### src/rtl/utf8_stream_decoder_top_macros.svh
// ----------------------------------------------------------------------------
// utf8_stream_decoder_top_macros.svh
// Assertion macros for the UTF-8 stream decoder. Define NO_ASSERTIONS to
// compile them away. The macros sample on clk and are disabled in reset.
// ----------------------------------------------------------------------------
`ifndef UTF8_STREAM_DECODER_TOP_MACROS_SVH
`define UTF8_STREAM_DECODER_TOP_MACROS_SVH

`ifndef NO_ASSERTIONS

// Check a condition at every clock edge out of reset
`define U8SD_ASSERT_ALWAYS(lbl, cond) \
  lbl: assert property (@(posedge clk) disable iff (!rst_n) (cond)) \
    else $error("utf8 decoder: invariant violated");

// Check that a condition holds in the cycle after a trigger
`define U8SD_ASSERT_NEXT(lbl, ante, cons) \
  lbl: assert property (@(posedge clk) disable iff (!rst_n) (ante) |=> (cons)) \
    else $error("utf8 decoder: sequencing violated");

`else

`define U8SD_ASSERT_ALWAYS(lbl, cond)
`define U8SD_ASSERT_NEXT(lbl, ante, cons)

`endif

`endif

### src/rtl/utf8sd_pkg.sv
// ----------------------------------------------------------------------------
// utf8sd_pkg
// Shared types and code-point constants for the UTF-8 stream decoder.
// ----------------------------------------------------------------------------
`timescale 1ns / 1ps
`default_nettype none

package utf8sd_pkg;

  // Per-byte result status
  typedef enum logic [1:0] {
    ST_READY = 2'd0,
    ST_MORE  = 2'd1,
    ST_TRUNC = 2'd2,
    ST_BAD   = 2'd3
  } status_t;

  // Character set tag of a delivered character
  typedef enum logic [1:0] {
    CS_UNICODE  = 2'd0,
    CS_ASCII    = 2'd1,
    CS_LINEDRAW = 2'd2
  } char_set_t;

  // Register index as taken from paddr[2]
  localparam logic REG_IDX_LINEDRAW = 1'b0;

  localparam int unsigned CP_W  = 21;
  localparam int unsigned ACC_W = 31;

  // Code-point limits used by the value check
  localparam logic [ACC_W-1:0] CP_MIN_2B    = 31'h0000_0080;
  localparam logic [ACC_W-1:0] CP_MIN_3B    = 31'h0000_0800;
  localparam logic [ACC_W-1:0] CP_MIN_4B    = 31'h0001_0000;
  localparam logic [ACC_W-1:0] CP_MIN_5B    = 31'h0020_0000;
  localparam logic [ACC_W-1:0] CP_MIN_6B    = 31'h0400_0000;
  localparam logic [ACC_W-1:0] CP_SURR_LO   = 31'h0000_D800;
  localparam logic [ACC_W-1:0] CP_SURR_HI   = 31'h0000_E000;
  localparam logic [ACC_W-1:0] CP_MAX       = 31'h0010_FFFF;
  localparam logic [ACC_W-1:0] CP_NONCHAR_E = 31'h0000_FFFE;
  localparam logic [ACC_W-1:0] CP_NONCHAR_F = 31'h0000_FFFF;
  localparam logic [ACC_W-1:0] CP_TAG_LO    = 31'h000E_0000;
  localparam logic [ACC_W-1:0] CP_TAG_HI    = 31'h000E_007F;
  localparam logic [ACC_W-1:0] CP_BOM       = 31'h0000_FEFF;
  localparam logic [ACC_W-1:0] CP_LSEP      = 31'h0000_2028;
  localparam logic [ACC_W-1:0] CP_PSEP      = 31'h0000_2029;
  localparam logic [ACC_W-1:0] CP_C1_END    = 31'h0000_00A0;
  localparam logic [CP_W-1:0]  CP_NEL       = 21'h00_0085;
  localparam logic [CP_W-1:0]  CP_REPLACE   = 21'h00_FFFD;

  // Outcome of checking a completed multi-byte value
  typedef struct packed {
    status_t           status;
    logic [CP_W-1:0]   code_point;
  } check_res_t;

endpackage

`default_nettype wire

### src/rtl/utf8sd_check.sv
// ----------------------------------------------------------------------------
// utf8sd_check
// Validates and filters a completed multi-byte value: rejects overlong forms,
// surrogates, out-of-range values and FFFE/FFFF, swallows BOM and tag
// characters, maps line/paragraph separators and replaces C1 controls.
// ----------------------------------------------------------------------------
`timescale 1ns / 1ps
`default_nettype none

module utf8sd_check
  import utf8sd_pkg::*;
(
  input  wire logic [ACC_W-1:0] value,
  input  wire logic [2:0]       seq_len,
  output check_res_t            res
);

  logic overlong;
  logic reject;
  logic swallow;

  // Flag forms that a shorter sequence could have carried
  assign overlong = (value < CP_MIN_2B) ||
                    ((value < CP_MIN_3B) && (seq_len >= 3'd3)) ||
                    ((value < CP_MIN_4B) && (seq_len >= 3'd4)) ||
                    ((value < CP_MIN_5B) && (seq_len >= 3'd5)) ||
                    ((value < CP_MIN_6B) && (seq_len >= 3'd6));

  assign reject = overlong ||
                  ((value >= CP_SURR_LO) && (value < CP_SURR_HI)) ||
                  (value > CP_MAX) ||
                  (value == CP_NONCHAR_E) || (value == CP_NONCHAR_F);

  assign swallow = ((value >= CP_TAG_LO) && (value <= CP_TAG_HI)) ||
                   (value == CP_BOM);

  // Select status and mapped value
  always_comb begin
    res.status     = ST_READY;
    res.code_point = value[CP_W-1:0];
    if (reject) begin
      res.status     = ST_BAD;
      res.code_point = '0;
    end else if (swallow) begin
      res.status     = ST_MORE;
      res.code_point = '0;
    end else if ((value == CP_LSEP) || (value == CP_PSEP)) begin
      res.code_point = CP_NEL;
    end else if (value < CP_C1_END) begin
      res.code_point = CP_REPLACE;
    end
  end

endmodule

`default_nettype wire

### src/rtl/utf8_stream_decoder_top.sv
// ----------------------------------------------------------------------------
// utf8_stream_decoder_top
// UTF-8 stream decoder for a terminal: one byte in, one status result out.
// ----------------------------------------------------------------------------
// The block takes one byte per clock while the output is not stalled, and
// returns exactly one result for each byte, in order, via the input and
// result registers. Throughput is one byte per cycle: the whole decode of a
// byte, including the check of a completed value, is a single pass of logic
// between the two registers. With the result register full and stalled, one
// more byte is still taken into the input register. Status 0 carries a
// character, 1 asks for more bytes (also for swallowed BOM and tag
// characters), 2 means the byte broke a sequence and must be sent again, and
// 3 marks an invalid byte or value. Register 0 (linedraw_enable, byte address
// 0) selects the tag of single-byte characters; write it only while idle.
// ----------------------------------------------------------------------------
`timescale 1ns / 1ps
`default_nettype none

`include "utf8_stream_decoder_top_macros.svh"

module utf8_stream_decoder_top
  import utf8sd_pkg::*;
(
  input  wire logic              clk,
  input  wire logic              rst_n,
  // byte request channel
  input  wire logic              in_valid,
  output logic                   in_ready,
  input  wire logic [7:0]        in_byte,
  // result request channel
  output logic                   out_valid,
  input  wire logic              out_ready,
  output logic [1:0]             out_status,
  output logic [CP_W-1:0]        out_code_point,
  output logic [1:0]             out_char_set,
  // configuration port
  input  wire logic              psel,
  input  wire logic              penable,
  input  wire logic              pwrite,
  input  wire logic [2:0]        paddr,
  input  wire logic [31:0]       pwdata,
  output logic [31:0]            prdata,
  output logic                   pready
);

  logic              linedraw_r;

  logic              in_valid_r;
  logic [7:0]        in_byte_r;
  logic              advance;

  logic [ACC_W-1:0]  partial_r, partial_nxt;
  logic [2:0]        expected_r, expected_nxt;
  logic [2:0]        seen_r, seen_nxt;
  logic [2:0]        seen_inc;
  logic [ACC_W-1:0]  shifted;

  status_t           res_status;
  logic [CP_W-1:0]   res_cp;
  char_set_t         res_cs;
  check_res_t        chk;

  logic              out_valid_r;
  status_t           out_status_r;
  logic [CP_W-1:0]   out_cp_r;
  char_set_t         out_cs_r;

  // Configuration register
  assign pready = 1'b1;
  assign prdata = (paddr[2] == REG_IDX_LINEDRAW) ? {31'b0, linedraw_r} : '0;

  always_ff @(posedge clk) begin
    if (!rst_n) begin
      linedraw_r <= 1'b0;
    end else if (psel && penable && pwrite && pready &&
                 (paddr[2] == REG_IDX_LINEDRAW)) begin
      linedraw_r <= pwdata[0];
    end
  end

  // Move the held byte on when the result register is free or draining
  assign advance  = in_valid_r && (!out_valid_r || out_ready);
  assign in_ready = !in_valid_r || !out_valid_r || out_ready;

  // Input register
  always_ff @(posedge clk) begin
    if (!rst_n) begin
      in_valid_r <= 1'b0;
    end else if (in_ready) begin
      in_valid_r <= in_valid;
    end
  end

  always_ff @(posedge clk) begin
    if (in_ready && in_valid) begin
      in_byte_r <= in_byte;
    end
  end

  // Shift in a continuation byte
  assign shifted  = {partial_r[ACC_W-7:0], in_byte_r[5:0]};
  assign seen_inc = seen_r + 3'd1;

  utf8sd_check u_check (
    .value   (shifted),
    .seq_len (expected_r),
    .res     (chk)
  );

  // Decode one byte against the sequence state
  always_comb begin
    partial_nxt  = partial_r;
    expected_nxt = expected_r;
    seen_nxt     = seen_r;
    res_status   = ST_MORE;
    res_cp       = '0;
    res_cs       = CS_UNICODE;
    if (seen_r == 3'd0) begin
      seen_nxt = 3'd1;
      if (!in_byte_r[7]) begin
        seen_nxt   = 3'd0;
        res_status = ST_READY;
        res_cp     = {{(CP_W-8){1'b0}}, in_byte_r};
        res_cs     = linedraw_r ? CS_LINEDRAW : CS_ASCII;
      end else if (in_byte_r[7:5] == 3'b110) begin
        expected_nxt = 3'd2;
        partial_nxt  = {{(ACC_W-5){1'b0}}, in_byte_r[4:0]};
      end else if (in_byte_r[7:4] == 4'b1110) begin
        expected_nxt = 3'd3;
        partial_nxt  = {{(ACC_W-4){1'b0}}, in_byte_r[3:0]};
      end else if (in_byte_r[7:3] == 5'b11110) begin
        expected_nxt = 3'd4;
        partial_nxt  = {{(ACC_W-3){1'b0}}, in_byte_r[2:0]};
      end else if (in_byte_r[7:2] == 6'b111110) begin
        expected_nxt = 3'd5;
        partial_nxt  = {{(ACC_W-2){1'b0}}, in_byte_r[1:0]};
      end else if (in_byte_r[7:1] == 7'b1111110) begin
        expected_nxt = 3'd6;
        partial_nxt  = {{(ACC_W-1){1'b0}}, in_byte_r[0]};
      end else begin
        // stray continuation or FE/FF lead: reject, stay idle
        seen_nxt   = 3'd0;
        res_status = ST_BAD;
      end
    end else if (in_byte_r[7:6] != 2'b10) begin
      // sequence broken: drop it and ask for the byte again
      partial_nxt  = '0;
      expected_nxt = 3'd0;
      seen_nxt     = 3'd0;
      res_status   = ST_TRUNC;
    end else if (seen_inc < expected_r) begin
      partial_nxt = shifted;
      seen_nxt    = seen_inc;
    end else begin
      // sequence complete: return to idle and deliver the checked value
      partial_nxt  = '0;
      expected_nxt = 3'd0;
      seen_nxt     = 3'd0;
      res_status   = chk.status;
      res_cp       = chk.code_point;
    end
  end

  // Sequence state
  always_ff @(posedge clk) begin
    if (!rst_n) begin
      partial_r  <= '0;
      expected_r <= 3'd0;
      seen_r     <= 3'd0;
    end else if (advance) begin
      partial_r  <= partial_nxt;
      expected_r <= expected_nxt;
      seen_r     <= seen_nxt;
    end
  end

  // Result register
  always_ff @(posedge clk) begin
    if (!rst_n) begin
      out_valid_r <= 1'b0;
    end else if (advance) begin
      out_valid_r <= 1'b1;
    end else if (out_ready) begin
      out_valid_r <= 1'b0;
    end
  end

  always_ff @(posedge clk) begin
    if (advance) begin
      out_status_r <= res_status;
      out_cp_r     <= res_cp;
      out_cs_r     <= res_cs;
    end
  end

  assign out_valid      = out_valid_r;
  assign out_status     = out_status_r;
  assign out_code_point = out_cp_r;
  assign out_char_set   = out_cs_r;

  // Assertions
  `U8SD_ASSERT_ALWAYS(a_seen_below_len, (seen_r == 3'd0) || (seen_r < expected_r))
  `U8SD_ASSERT_ALWAYS(a_empty_payload, !out_valid_r || (out_status_r == ST_READY) || ((out_cp_r == '0) && (out_cs_r == CS_UNICODE)))
  `U8SD_ASSERT_ALWAYS(a_single_byte_tag, !out_valid_r || (out_cs_r == CS_UNICODE) || (out_cp_r < 21'h80))
  `U8SD_ASSERT_NEXT(a_hold_stalled_byte, in_valid_r && !advance, in_valid_r && $stable(in_byte_r))

endmodule

`default_nettype wire

### config.mk
export PLATFORM = sky130hd
export DESIGN_NAME = utf8_stream_decoder_top
export DESIGN_NICKNAME = d
export VERILOG_FILES = /design/src/rtl/utf8sd_pkg.sv /design/src/rtl/utf8sd_check.sv /design/src/rtl/utf8_stream_decoder_top.sv
export VERILOG_INCLUDE_DIRS = /design/src /design/src/rtl
export SDC_FILE = /design/constraint.sdc
export NUM_CORES = 1
export LEC_CHECK = 0
export ABC_CLOCK_PERIOD_IN_PS = 6190
export BUFFER_PORTS_ARGS = -buffer_cell sky130_fd_sc_hd__buf_2
export CORE_ASPECT_RATIO = 0.9
export CORE_MARGIN = 10
export CORE_UTILIZATION = 50
export DETAILED_ROUTE_END_ITERATION = 12
export HOLD_SLACK_MARGIN = 0.03
export PLACE_DENSITY_LB_ADDON = 0.25
export SLEW_MARGIN = 20
export SYNTH_ARGS = -nofsm -noshare
export SYNTH_HDL_FRONTEND = slang
export SYNTH_SLANG_ARGS = --single-unit
### constraint.sdc
create_clock -name clk -period 6.19 [get_ports clk]
set_input_delay 0.3095 -clock clk [delete_from_list [all_inputs] [get_ports clk]]
set_output_delay 0.3095 -clock clk [all_outputs]
set_load 0.02 [all_outputs]
======== Word level (Yosys, flattened, before mapping) ========
Cells that the tools add are included.
storage, ports and cells
  flip-flop bits (word level) ............. 67
  latch bits .............................. 0
  RAM bits ................................ 0
  bits in read-only memories .............. 0
  input port bits ......................... 50
  output and inout bits ................... 60
  word-level logic and storage cells ...... 123
  memories kept ........................... 0
cells by class
  add/subtract/negate cells ............... 1
  multiply operators ...................... 0
  divide/modulo/power cells ............... 0
  magnitude comparators ................... 16
  eq/ne operators ......................... 14
  shifts and indexed selects .............. 0
  mux-type cells .......................... 49
  bitwise gates (word level) .............. 2
  reductions and logical operators ........ 31
operators by type and width
  cell                                                                  count
  2-to-1 mux 25 bit                                                     9
  2-to-1 mux 21 bit                                                     6
  equality test 31 x 16 -> 1 bit (second input constant)                3
  equality test 31 x 14 -> 1 bit (second input constant)                2
  < comparator 31 x 8 -> 1 bit (second input constant)                  2
  2-to-1 mux 3 bit                                                      12
  greater-or-equal comparator 31 x 16 -> 1 bit (second input constant)  1
  greater-or-equal comparator 31 x 20 -> 1 bit (second input constant)  1
  greater-than comparator 31 x 21 -> 1 bit (second input constant)      1
  <= comparator 31 x 20 -> 1 bit (second input constant)                1
  < comparator 31 x 12 -> 1 bit (second input constant)                 1
  < comparator 31 x 16 -> 1 bit (second input constant)                 1
  < comparator 31 x 17 -> 1 bit (second input constant)                 1
  < comparator 31 x 22 -> 1 bit (second input constant)                 1
  < comparator 31 x 27 -> 1 bit (second input constant)                 1
  2-to-1 mux 23 bit                                                     1
  2-to-1 mux 2 bit                                                      10
  logical OR 1 bit                                                      13
  logical AND 1 bit                                                     11
  2-to-1 mux 1 bit                                                      10
  greater-or-equal comparator 3 bit (second input constant)             3
  equality test 7 bit (second input constant)                           1
  2-to-1 mux 7 bit                                                      1
  equality test 6 bit (second input constant)                           1
  other kinds (16)                                                      19

======== Logic depth before layout (Yosys ltp) ========
Gate-level depths: netlist (run 1).
  depth after elaboration ................. 14
  mapped depth ............................ 10
  mapped depth without buffers ............ 9

======== Cells and area by module ========
From an unflattened synthesis (run 1), not the netlist that was laid out.
unflattened totals
  cell total of the unflattened synthesis .. 370
  area, all modules ....................... 3639.7 µm²
modules (own cells, without submodules)
  module                   instances  cells each  area an instance (µm²)  seq. area each (µm²)
  utf8_stream_decoder_top  1          274         2955.3                  1671.6
  utf8sd_check             1          96          684.4                   0.0

======== Worst setup path before layout (run 1) ========
No wires, ideal clock.
  path type ............................... flip-flop to flip-flop
  from .................................... register out_valid_r, in the netlist out_valid
  to ...................................... register partial_r[2]
  library setup time ...................... 76 ps
  arrival time ............................ 2514 ps
  data required time ...................... 6114 ps
  slack ................................... 3600 ps
  cell stages (with the launch flop) ...... 9
  buffers on the path ..................... 3
  clock period less this slack ............ 2590 ps
  cell sequence ........................... dfxtp_1 nor2b_1 nor2b_1 clkbuf_1 o21a_1 clkbuf_1 clkbuf_1 o211ai_1 a21boi_0
on the way
  word-level cells in the longest chain between the ends .. 4
ends and longest elaborated chain
  element                        line                            RTL
  start: declaration             utf8_stream_decoder_top.sv:63   logic out_valid_r;
  start signal: assignment       utf8_stream_decoder_top.sv:180  out_valid_r <= 1'b0;
  start signal: assignment       utf8_stream_decoder_top.sv:182  out_valid_r <= 1'b1;
  start signal: assignment       utf8_stream_decoder_top.sv:184  out_valid_r <= 1'b0;
  logical NOT 1 bit              utf8_stream_decoder_top.sv:82   assign advance = in_valid_r && (!out_valid_r || out_ready);
  logical OR 1 bit               utf8_stream_decoder_top.sv:82
  logical AND 1 bit              utf8_stream_decoder_top.sv:82
  net advance                    utf8_stream_decoder_top.sv:50   logic advance;
  AND reduction 3 bit (no line)  --
  end signal: assignment         utf8_stream_decoder_top.sv:171  partial_r <= partial_nxt;
  end: declaration               utf8_stream_decoder_top.sv:52   logic [ACC_W-1:0] partial_r, partial_nxt;
The timed path passes the listed nets, and every way through them passes these cells.
A chain may end at the register's enable or synchronous reset.

======== Worst setup path after layout (run 1) ========
  from .................................... register seen_r[0]
  to ...................................... register out_cp_r[16], in the netlist out_code_point[16], data pin
on the way
  word-level cells in the longest chain between the ends .. 5
  elaborated cells between the ends (all ways) .. 6
  classes of those cells .................. add/sub: 1; order compare: 1; mux: 3; reduce/logical: 1
ends and longest elaborated chain
  element                   line                            RTL
  start: declaration        utf8_stream_decoder_top.sv:54   logic [2:0] seen_r, seen_nxt;
  start signal: assignment  utf8_stream_decoder_top.sv:173  seen_r <= seen_nxt;
  adder 3 x 1 -> 3 bit      utf8_stream_decoder_top.sv:102  assign seen_inc = seen_r + 3'd1;
  < comparator 3 bit        utf8_stream_decoder_top.sv:151  end else if (seen_inc < expected_r) begin
  2-to-1 mux 21 bit         utf8_stream_decoder_top.sv:151
  2-to-1 mux 21 bit         utf8_stream_decoder_top.sv:145  end else if (in_byte_r[7:6] != 2'b10) begin
  2-to-1 mux 21 bit *       utf8_stream_decoder_top.sv:118  if (seen_r == 3'd0) begin
  end signal: assignment    utf8_stream_decoder_top.sv:191  out_cp_r <= res_cp;
  end: declaration          utf8_stream_decoder_top.sv:65   logic [CP_W-1:0] out_cp_r;
Every way passes the cells marked *; elsewhere a longest branch is shown, timed or not.

==> results of run 1 <==
==> metrics by stage <==
step,instance area [um^2],hold WS (ns),power [mW],setup slack (ns),utilization
after floorplan,3460,0.408,0.570,3.60,-
after global placement,3510,0.452,0.576,3.32,0.536
after detailed placement,3510,0.457,0.577,3.30,0.536
after CTS,3690,0.122,0.910,3.27,0.564
after global routing,3690,0.116,0.943,3.10,0.564
final,3690,0.135,0.903,3.22,0.564
==> report_power, final <==
part | internal [mW] | total [mW] | leakage, nW | switching (mW)
Clock | 0.177 | 0.334 | 0.0965 | 0.156
Combinational | 0.0229 | 0.0812 | 0.757 | 0.0583
Sequential | 0.478 | 0.488 | 0.598 | 0.00965
==> registers in the layout, indices dropped and copies added (netlist names) <==
register / count
expected_r: 3
in_byte_r: 8
in_valid_r: 1
linedraw_r: 1
out_char_set: 2
out_code_point: 21
out_status: 2
out_valid: 1
partial_r: 25
seen_r: 3
==> synth_stat cells, drive strengths merged <==
library cell	instances	area [um^2]
mux2i	1	10.0
conb	2	7.51
o21a	11	82.6
o21ai	13	65.1
xnor2	1	8.76
xor2	1	8.76
nand3b	1	7.51
nor3	3	20.0
a21oi	9	45.0
and4bb	1	16.3
nand2b	3	18.8
o311a	1	10.0
o22ai	2	12.5
or4	7	60.1
inv	7	26.3
a21boi	29	218
edfxtp	33	991
and4	1	8.76
a211o	1	8.76
or3	1	6.26
a211oi	1	7.51
nor3b	2	15.0
and3	1	6.26
clkbuf	11	41.3
nor2	12	50.1
o41ai	1	8.76
nor2b	8	50.1
nand3	28	140
dfxtp	34	681
nand2	38	143
nor4	4	40.0
o211a	1	10.0
o221ai	1	8.76
o31ai	1	7.51
and2	10	62.6
o211ai	4	43.8
nand4b	2	17.5
o22a	3	27.5
a21o	1	7.51
buf	35	260
a31oi	1	6.26
or2	1	6.26
ha	4	50.1
nand4	4	25.0
==> final timing paths <==
path | to | cells past startpoint | slack, ns
setup / recovery | out_code_point[16]$_SDFFCE_PP0P_ | 9 | 3.22
hold / removal | in_byte_r[4]$_DFFE_PP_ | 1 | 0.13
setup reg to reg | out_code_point[16]$_SDFFCE_PP0P_ | 9 | 3.22
hold reg to reg | partial_r[24]$_SDFFE_PN0P_ | 2 | 0.46
==> logic make-up (layout without fill, tap and decap cells) <==
| group | count (synthesis) | count (layout) | share of synthesized area |
|---|---|---|---|
| compound gates | 80 | 80 | 0.170 |
| xor+xnor | 2 | 2 | 0.00523 |
| fa+ha+maj | 4 | 4 | 0.0150 |
| buf+inv | 53 | 69 | 0.0979 |
| flops | 67 | 67 | 0.499 |
| mux | 1 | 1 | 0.00299 |
| other cells | 2 | 32 | 0.00224 |
| simple gates | 127 | 127 | 0.207 |
==> per-layer routing <==
| metal | wire length [um] | GRT usage | up-vias |
|---|---|---|---|
| li1 | - | - | 1233 |
| met5 | 0 | 0 | - |
| met3 | 526 | 0.0570 | 10 |
| met2 | 3290 | 0.207 | 84 |
| met1 | 3270 | 0.166 | 1152 |
| met4 | 113 | 0.0635 | 0 |
==> final cells by class <==
cell class,instances,area [um^2],area share
clock buffers,14,173,0.0467
clock inverters,2,10.0,0.00271
inverters,7,26.3,0.00711
multi-input cells,246,1470,0.397
flip-flops and latches,67,1670,0.453
well taps,90,113,0.0305
repair buffers,46,235,0.0637
==> impl_metrics.py, run 1 <==
metrics = {
    "hold_path": {
        "hp-start": "in_byte[4]",
        "min_path_type": "input pin to register",
    },
    "setup_path": {
        "path_class": "register to register",
        "critPathSlowestCell": "o21ai_0",
        "arrival_ns": 3.18,
        "cp_cell_sequence": "inv_1, ha_1, ha_1, nand2_1, o21ai_0, nor3b_1, o211ai_4, nor2_1, and2_1",
        "path_max_fanout": 8,
        "cp-start-kind": "register",
        "cpPeakStageDelay_ns": 0.53,
        "end_kind": "register",
        "path_common_cell": "ha_1",
        "r2r_start": "seen_r[0]$_SDFFE_PN0P_",
        "critPathBufInv": 1,
        "path_delay_family": "simple AND/OR/NAND/NOR gates",
        "required_ns": 6.41,
        "worstSetupStartpoint": "seen_r[0]$_SDFFE_PN0P_",
    },
    "sta": {
        "hold_viol": 0,
        "tns_ns": 0,
        "fin_crit_sh": 0.479,
        "rsz0062_at_grt": "false",
        "period_needed_ns": 2.97,
        "tightest_slew_ns": 1.06,
        "maxSlewHeadroom": 0.292,
        "drv_slew": 0,
        "skew_ns": 0.00876,
        "setup_viol": 0,
        "fmax_mhz": 337,
    },
    "route": {
        "dr.first_iter.drc_count": 209,
        "drc": 0,
        "ant_nets": 0,
        "num_vias": 2479,
        "drt-total-wl_mm": 7.20,
        "wl_per_cell_um": 15.2,
        "first_pass_iters": 4,
        "drt-vias-per-instance": 5.25,
    },
    "clock_tree": {
        "cts_hold_buf": 0,
        "ctsHtreeMaxLevel": 3,
        "cts-root-buf": "clkbuf_8",
        "post_cts_buffers": 0,
        "clkSinkCount": 67,
        "clock_path_buffers": 2,
        "numCtsBuffers": 9,
        "cts-resized-gates": 0,
        "clk_transition_reported_paths_ns": 0.07,
        "clk_latency_ns": 0.34,
        "cts_tree": "yes",
    },
    "power_and_ir_drop": {
        "cellLeakagePower_nw": 1.45,
        "p_per_area_mw_per_mm2": 244,
        "peakVddDrop_uv": 94.0,
    },
    "job": {
        "maxCapViolations": 0,
    },
    "status": {
        "status": "completed",
    },
    "synth": {
        "ys_seq_elements": 67,
        "yosysWarnings": 0,
        "syn_inst": 336,
        "syn_area_mm2": 0.00335,
        "seq_area_frac_synth": 0.499,
        "yosysUniqueCellTypes": 54,
        "synth.avg_cell_area_um2": 9.96,
    },
    "place": {
        "port_buffers": 44,
        "dp.final_hpwl_mm": 5.00,
        "placedCellCount": 456,
        "gp_congestion": 0.863,
    },
    "grt": {
        "grtUsageTotal": 0.137,
        "grt_max_degree": 35,
        "grt_pass1_vias": 2379,
        "grt_pass1_wl_mm": 11.5,
        "antenna_found_initial": 0,
        "grt_overflow": 0,
    },
    "cells_and_area": {
        "mostFrequentLayoutCell": "buf_2",
        "filler_cell_count": 595,
        "mostFrequentLayoutCells": "buf_2 (44), nand2_1 (38), dfxtp_1 (34)",
        "fin_cells": 472,
        "final_nets": 431,
        "syn2layout_area_growth_pct": 10.4,
        "diodes": 0,
        "drive_above_1_share": 0.188,
    },
    "floorplanning": {
        "die_y_um": 97.6,
        "core_area_mm2": 0.00655,
        "initial_utilization": 0.511,
        "io-pin-count": 110,
        "rows": 28,
        "dieArea_mm2": 0.0104,
        "die_x_um": 106,
    },
}
(Power assumes the default switching activity.)
==> inputs of run 2 (changes only) <==
ABC_CLOCK_PERIOD_IN_PS = 2950   (was 6190)
clock period = 2.95 ns   (was 6.19 ns; I/O delays follow)
==> impl_metrics.py, run 2 (synthesized netlist as in run 1, its figures left out) <==
metrics = {
    "grt": {
        "grt_pass1_wl_mm": 12.2,
        "grt_overflow": 0,
        "antenna_found_initial": 0,
        "grtUsageTotal": 0.141,
        "grt_max_degree": 35,
        "grt_pass1_vias": 2564,
    },
    "cells_and_area": {
        "largest_register": "partial_r",
        "mostFrequentLayoutCells": "buf_2 (44), nand2_1 (38), dfxtp_1 (34)",
        "final_nets": 445,
        "syn2layout_area_growth_pct": 15.8,
        "diodes": 0,
        "mostFrequentLayoutCell": "buf_2",
        "final_area_mm2": 0.00387,
        "postLayoutCoreUtil": 0.591,
        "drive_above_1_share": 0.197,
        "largest_reg_flops": 25,
    },
    "floorplanning": {
        "die_y_um": 97.6,
        "dieArea_mm2": 0.0104,
        "initial_utilization": 0.511,
        "core_area_mm2": 0.00655,
        "io-pin-count": 110,
        "die_x_um": 106,
        "rows": 28,
    },
    "setup_path": {
        "end_kind": "register",
        "r2r_start": "seen_r[0]$_SDFFE_PN0P_",
        "cp-start-kind": "register",
        "worstSetupStartpoint": "seen_r[0]$_SDFFE_PN0P_",
        "required_ns": 3.16,
        "path_max_fanout": 11,
        "arrival_ns": 2.91,
        "path_class": "register to register",
    },
    "clock_tree": {
        "cts-root-buf": "clkbuf_8",
        "numCtsBuffers": 9,
        "cts_tree": "yes",
        "ctsHtreeMaxLevel": 3,
        "clock_path_buffers": 2,
        "clk_transition_reported_paths_ns": 0.07,
        "clkSinkCount": 67,
        "clk_latency_ns": 0.34,
        "post_cts_buffers": 0,
    },
    "sta": {
        "tns_ns": 0,
        "hold_viol": 0,
        "period_needed_ns": 2.71,
        "fmax_mhz": 370,
        "setup_viol": 0,
        "fin_crit_sh": 0.917,
        "rsz0062_at_grt": "false",
        "fin_ws_ns": 0.245,
        "drv_slew": 0,
        "skew_ns": 0.00777,
    },
    "power_and_ir_drop": {
        "p_sw_mw": 0.481,
        "internal_power_mw": 1.64,
        "peakVddDrop_uv": 267,
        "p_clk_frac": 0.432,
        "p_per_area_mw_per_mm2": 548,
        "power_frac_comb": 0.087,
        "cellLeakagePower_nw": 1.54,
        "seqPwrFrac": 0.481,
        "swShare": 0.226,
    },
    "route": {
        "drt-vias-per-instance": 5.26,
        "wl_per_cell_um": 15.0,
        "num_vias": 2557,
        "drt-total-wl_mm": 7.30,
        "dr.first_iter.drc_count": 188,
        "ant_nets": 0,
        "first_pass_iters": 4,
        "drc": 0,
    },
    "place": {
        "gp_congestion": 0.883,
        "dp.final_hpwl_mm": 5.17,
        "dpl_worst_slack_ns": 0.301,
        "dpl_cell_area_mm2": 0.00355,
        "port_buffers": 44,
    },
    "hold_path": {
        "min_path_type": "input pin to register",
        "hp-start": "in_valid",
    },
    "job": {
        "maxCapViolations": 0,
    },
    "status": {
        "status": "completed",
    },
}
-- run 2: repair_timing --
item | 4_1_cts | 5_1_grt
resized for setup | 0 | 0
hold buffers | 8 | 0
endpoints found under the hold margin | 8 | 0
setup endpoints to repair | 0 | 0
-- run 2: final timing paths --
check | to | slack (ns) | depth (start not counted)
max | out_code_point[3]$_DFFE_PP_ | 0.24 | 9
min reg2reg | partial_r[19]$_SDFFE_PN0P_ | 0.46 | 2
min | in_valid_r$_SDFFE_PN0N_ | 0.05 | 3
max reg2reg | out_code_point[3]$_DFFE_PP_ | 0.24 | 9
-- run 2: area by class of cell --
class                      count  area [um^2]
fill                         578         2680
inverter                       7         26.3
clock buffer                  11          141
clock inverter                 5          100
sequential                    67         1670
timing repair buffer          60          360
tap                           90          113
multi-input combinational    246         1460
-- run 2: power groups by stage --
stage	Combinational, mW	Clock [mW]	Sequential, mW
after global routing	0.205	0.973	1.02
after detailed placement	0.174	0	1.04
after CTS	0.184	0.936	1.02
final	0.185	0.918	1.02
after floorplan	0.140	0	1.06
after global placement	0.172	0	1.04
-- run 2: per-stage QoR --
step           power, mW  std cells  hold WS, ns
6_report            2.13        486       0.0545
5_1_grt             2.20        486       0.0524
4_1_cts             2.14        486       0.0519
3_5_place_dp        1.22        462        0.326
3_3_place_gp        1.21        462        0.325
2_1_floorplan       1.20        366        0.246
-- run 2: critical path, cell delays in order, from the launching register on --
cell      delay (ns)
dfxtp_1         0.41
inv_1           0.07
ha_1            0.32
ha_1            0.28
nand2_1         0.04
o21ai_0         0.34
nor3b_1         0.36
o211ai_4        0.19
nor2_2          0.36
o22a_2          0.20
-- run 2: layer usage --
layer  GRT usage  part of all wire  wire (um)
met1       0.177              0.45       3250
met2       0.216              0.47       3400
met3      0.0511             0.074        540
met4      0.0552             0.015        106
met5           0                 0          0
==> inputs of run 3 (changes only) <==
ABC_AREA = 1   (was unset)
==> impl_metrics.py, run 3 <==
metrics = {
    "synth": {
        "synth_ff_type": "dfxtp_1",
        "yosys.area.top_type": "edfxtp_1",
        "synth_edf_count": 33,
        "yosysUniqueCellTypes": 40,
        "yosysWarnings": 0,
        "syn_inst": 428,
        "ys_seq_elements": 67,
        "syn_area_mm2": 0.00361,
        "seq_area_frac_synth": 0.462,
        "synth.avg_cell_area_um2": 8.45,
        "synth_most_common_cell": "nand2_1",
        "synth_top_cell_area_share": 0.274,
        "synthTopCellsByCount": "nand2_1 (61), nor2_1 (58), inv_1 (47), a21oi_1 (38), buf_4 (36)",
        "synth_area_leaders": "edfxtp_1 (27%), dfxtp_1 (19%), buf_4 (7.5%)",
        "async_reset_ff_frac": 0,
    },
    "setup_path": {
        "cp_cell_sequence": "inv_1, ha_1, ha_1, nand3_1, nand2_1, inv_1, nor3_1, nand3_2, o21ai_0",
        "path_class": "register to register",
        "r2r_start": "seen_r[0]$_SDFFE_PN0P_",
        "arrival_ns": 2.82,
        "cp-start-kind": "register",
        "r2r_slack_ns": 0.30,
        "path_max_fanout": 12,
        "worstSetupStartpoint": "seen_r[0]$_SDFFE_PN0P_",
        "critPathSlowestCell": "nor3_1",
        "required_ns": 3.12,
        "cpPeakStageDelay_ns": 0.42,
        "critPathBufInv": 2,
        "path_delay_family": "simple AND/OR/NAND/NOR gates",
        "end_kind": "register",
    },
    "job": {
        "maxCapViolations": 0,
    },
    "cells_and_area": {
        "fin_cells": 579,
        "final_nets": 535,
        "mostFrequentLayoutCells": "nand2_1 (61), nor2_1 (58), inv_1 (47)",
        "final_area_mm2": 0.00412,
        "largest_register": "partial_r",
        "postLayoutCoreUtil": 0.586,
        "diodes": 0,
        "drive_above_1_share": 0.212,
        "syn2layout_area_growth_pct": 14.1,
        "mostFrequentLayoutCell": "nand2_1",
        "largest_reg_flops": 25,
    },
    "route": {
        "first_pass_iters": 5,
        "dr.first_iter.drc_count": 171,
        "drc": 0,
        "ant_nets": 0,
        "drt-vias-per-instance": 5.11,
        "wl_per_cell_um": 14.2,
        "drt-total-wl_mm": 8.22,
        "num_vias": 2959,
    },
    "floorplanning": {
        "initial_utilization": 0.514,
        "core_area_mm2": 0.00704,
        "io-pin-count": 110,
        "die_y_um": 101,
        "dieArea_mm2": 0.0110,
        "die_x_um": 110,
        "rows": 29,
    },
    "sta": {
        "fmax_mhz": 378,
        "maxSlewHeadroom": 0.510,
        "tightest_slew_ns": 0.732,
        "hold_viol": 0,
        "tns_ns": 0,
        "skew_ns": 0.00485,
        "setup_viol": 0,
        "fin_crit_sh": 0.897,
        "rsz0062_at_grt": "false",
        "period_needed_ns": 2.65,
        "drv_slew": 0,
    },
    "clock_tree": {
        "clock_path_buffers": 2,
        "cts_tree": "yes",
        "ctsHtreeMaxLevel": 3,
        "post_cts_buffers": 0,
        "clk_latency_ns": 0.35,
        "clk_transition_reported_paths_ns": 0.07,
        "clkSinkCount": 67,
        "numCtsBuffers": 9,
        "cts-root-buf": "clkbuf_8",
        "cts-resized-gates": 0,
    },
    "power_and_ir_drop": {
        "p_per_area_mw_per_mm2": 617,
        "p_total_mw": 2.54,
        "cellLeakagePower_nw": 1.77,
        "peakVddDrop_uv": 396,
    },
    "status": {
        "status": "completed",
    },
    "hold_path": {
        "min_path_type": "input pin to register",
        "hp-start": "in_valid",
    },
    "grt": {
        "grt_overflow": 0,
        "grt_pass1_wl_mm": 13.6,
        "grt_max_degree": 29,
        "grtUsageTotal": 0.154,
        "antenna_found_initial": 0,
        "grt_pass1_vias": 2907,
    },
    "place": {
        "gp_congestion": 0.885,
        "dp.final_hpwl_mm": 6.13,
        "placedCellCount": 555,
        "port_buffers": 44,
        "dpl_cell_area_mm2": 0.00377,
    },
}
## run 3: layer usage
layer | vias up | routed length (um) | track usage
li1 | 1468 | - | -
met1 | 1360 | 3650 | 0.193
met2 | 114 | 3830 | 0.249
met3 | 17 | 575 | 0.0384
met4 | 0 | 163 | 0.0610
met5 | - | 0 | 0
## run 3: cell families (layout without fill, tap and decap cells)
kind of cell / after synthesis / after routing / synth area share
compound gates: 88 / 88 / 0.161
fa+ha+maj: 4 / 4 / 0.0138
other cells: 2 / 32 / 0.00208
flops: 67 / 67 / 0.462
simple gates: 170 / 170 / 0.214
xor+xnor: 1 / 1 / 0.00242
buf+inv: 96 / 124 / 0.145
## run 3: cell type report
type	instances	area [um^2]
timing repair buffer	56	330
inverter	52	198
clock buffer	10	138
tap	93	116
clock inverter	6	136
sequential	67	1670
multi-input combinational	295	1530
fill	657	2920
## run 3: per-stage QoR
| step | worst slack (ns) | hold WS (ns) |
|---|---|---|
| floorplan | 0.896 | 0.246 |
| global placement | 0.471 | 0.325 |
| detailed placement | 0.369 | 0.326 |
| CTS | 0.343 | 0.0571 |
| global route | 0.107 | 0.0679 |
| finish | 0.304 | 0.0620 |
## run 3: final timing paths
path,depth (start not counted),to
worst max-delay path,9,out_code_point[4]$_DFFE_PP_
worst min-delay path,3,in_valid_r$_SDFFE_PN0N_
worst max register to register,9,out_code_point[4]$_DFFE_PP_
worst min register to register,2,partial_r[22]$_SDFFE_PN0P_
## run 3: where the power goes
part,switching [mW],internal (mW)
clock network,0.353,0.671
logic,0.316,0.130
registers,0.0427,1.03
total,0.712,1.83
## run 3: what timing repair did
action	4_1_cts	5_1_grt
endpoints found under the setup margin	0	0
hold buffers	8	0
endpoints found under the hold margin	8	0
## run 3: worst register-to-register path: cells and delay by family (launching register included)
kind | cells | cell delay, ns
adders and majority gates | 2 | 0.62
DFF | 1 | 0.38
AOI/OAI and AO/OA | 1 | 0.30
and+or+nand+nor | 4 | 1.01
buffers and inverters | 2 | 0.17
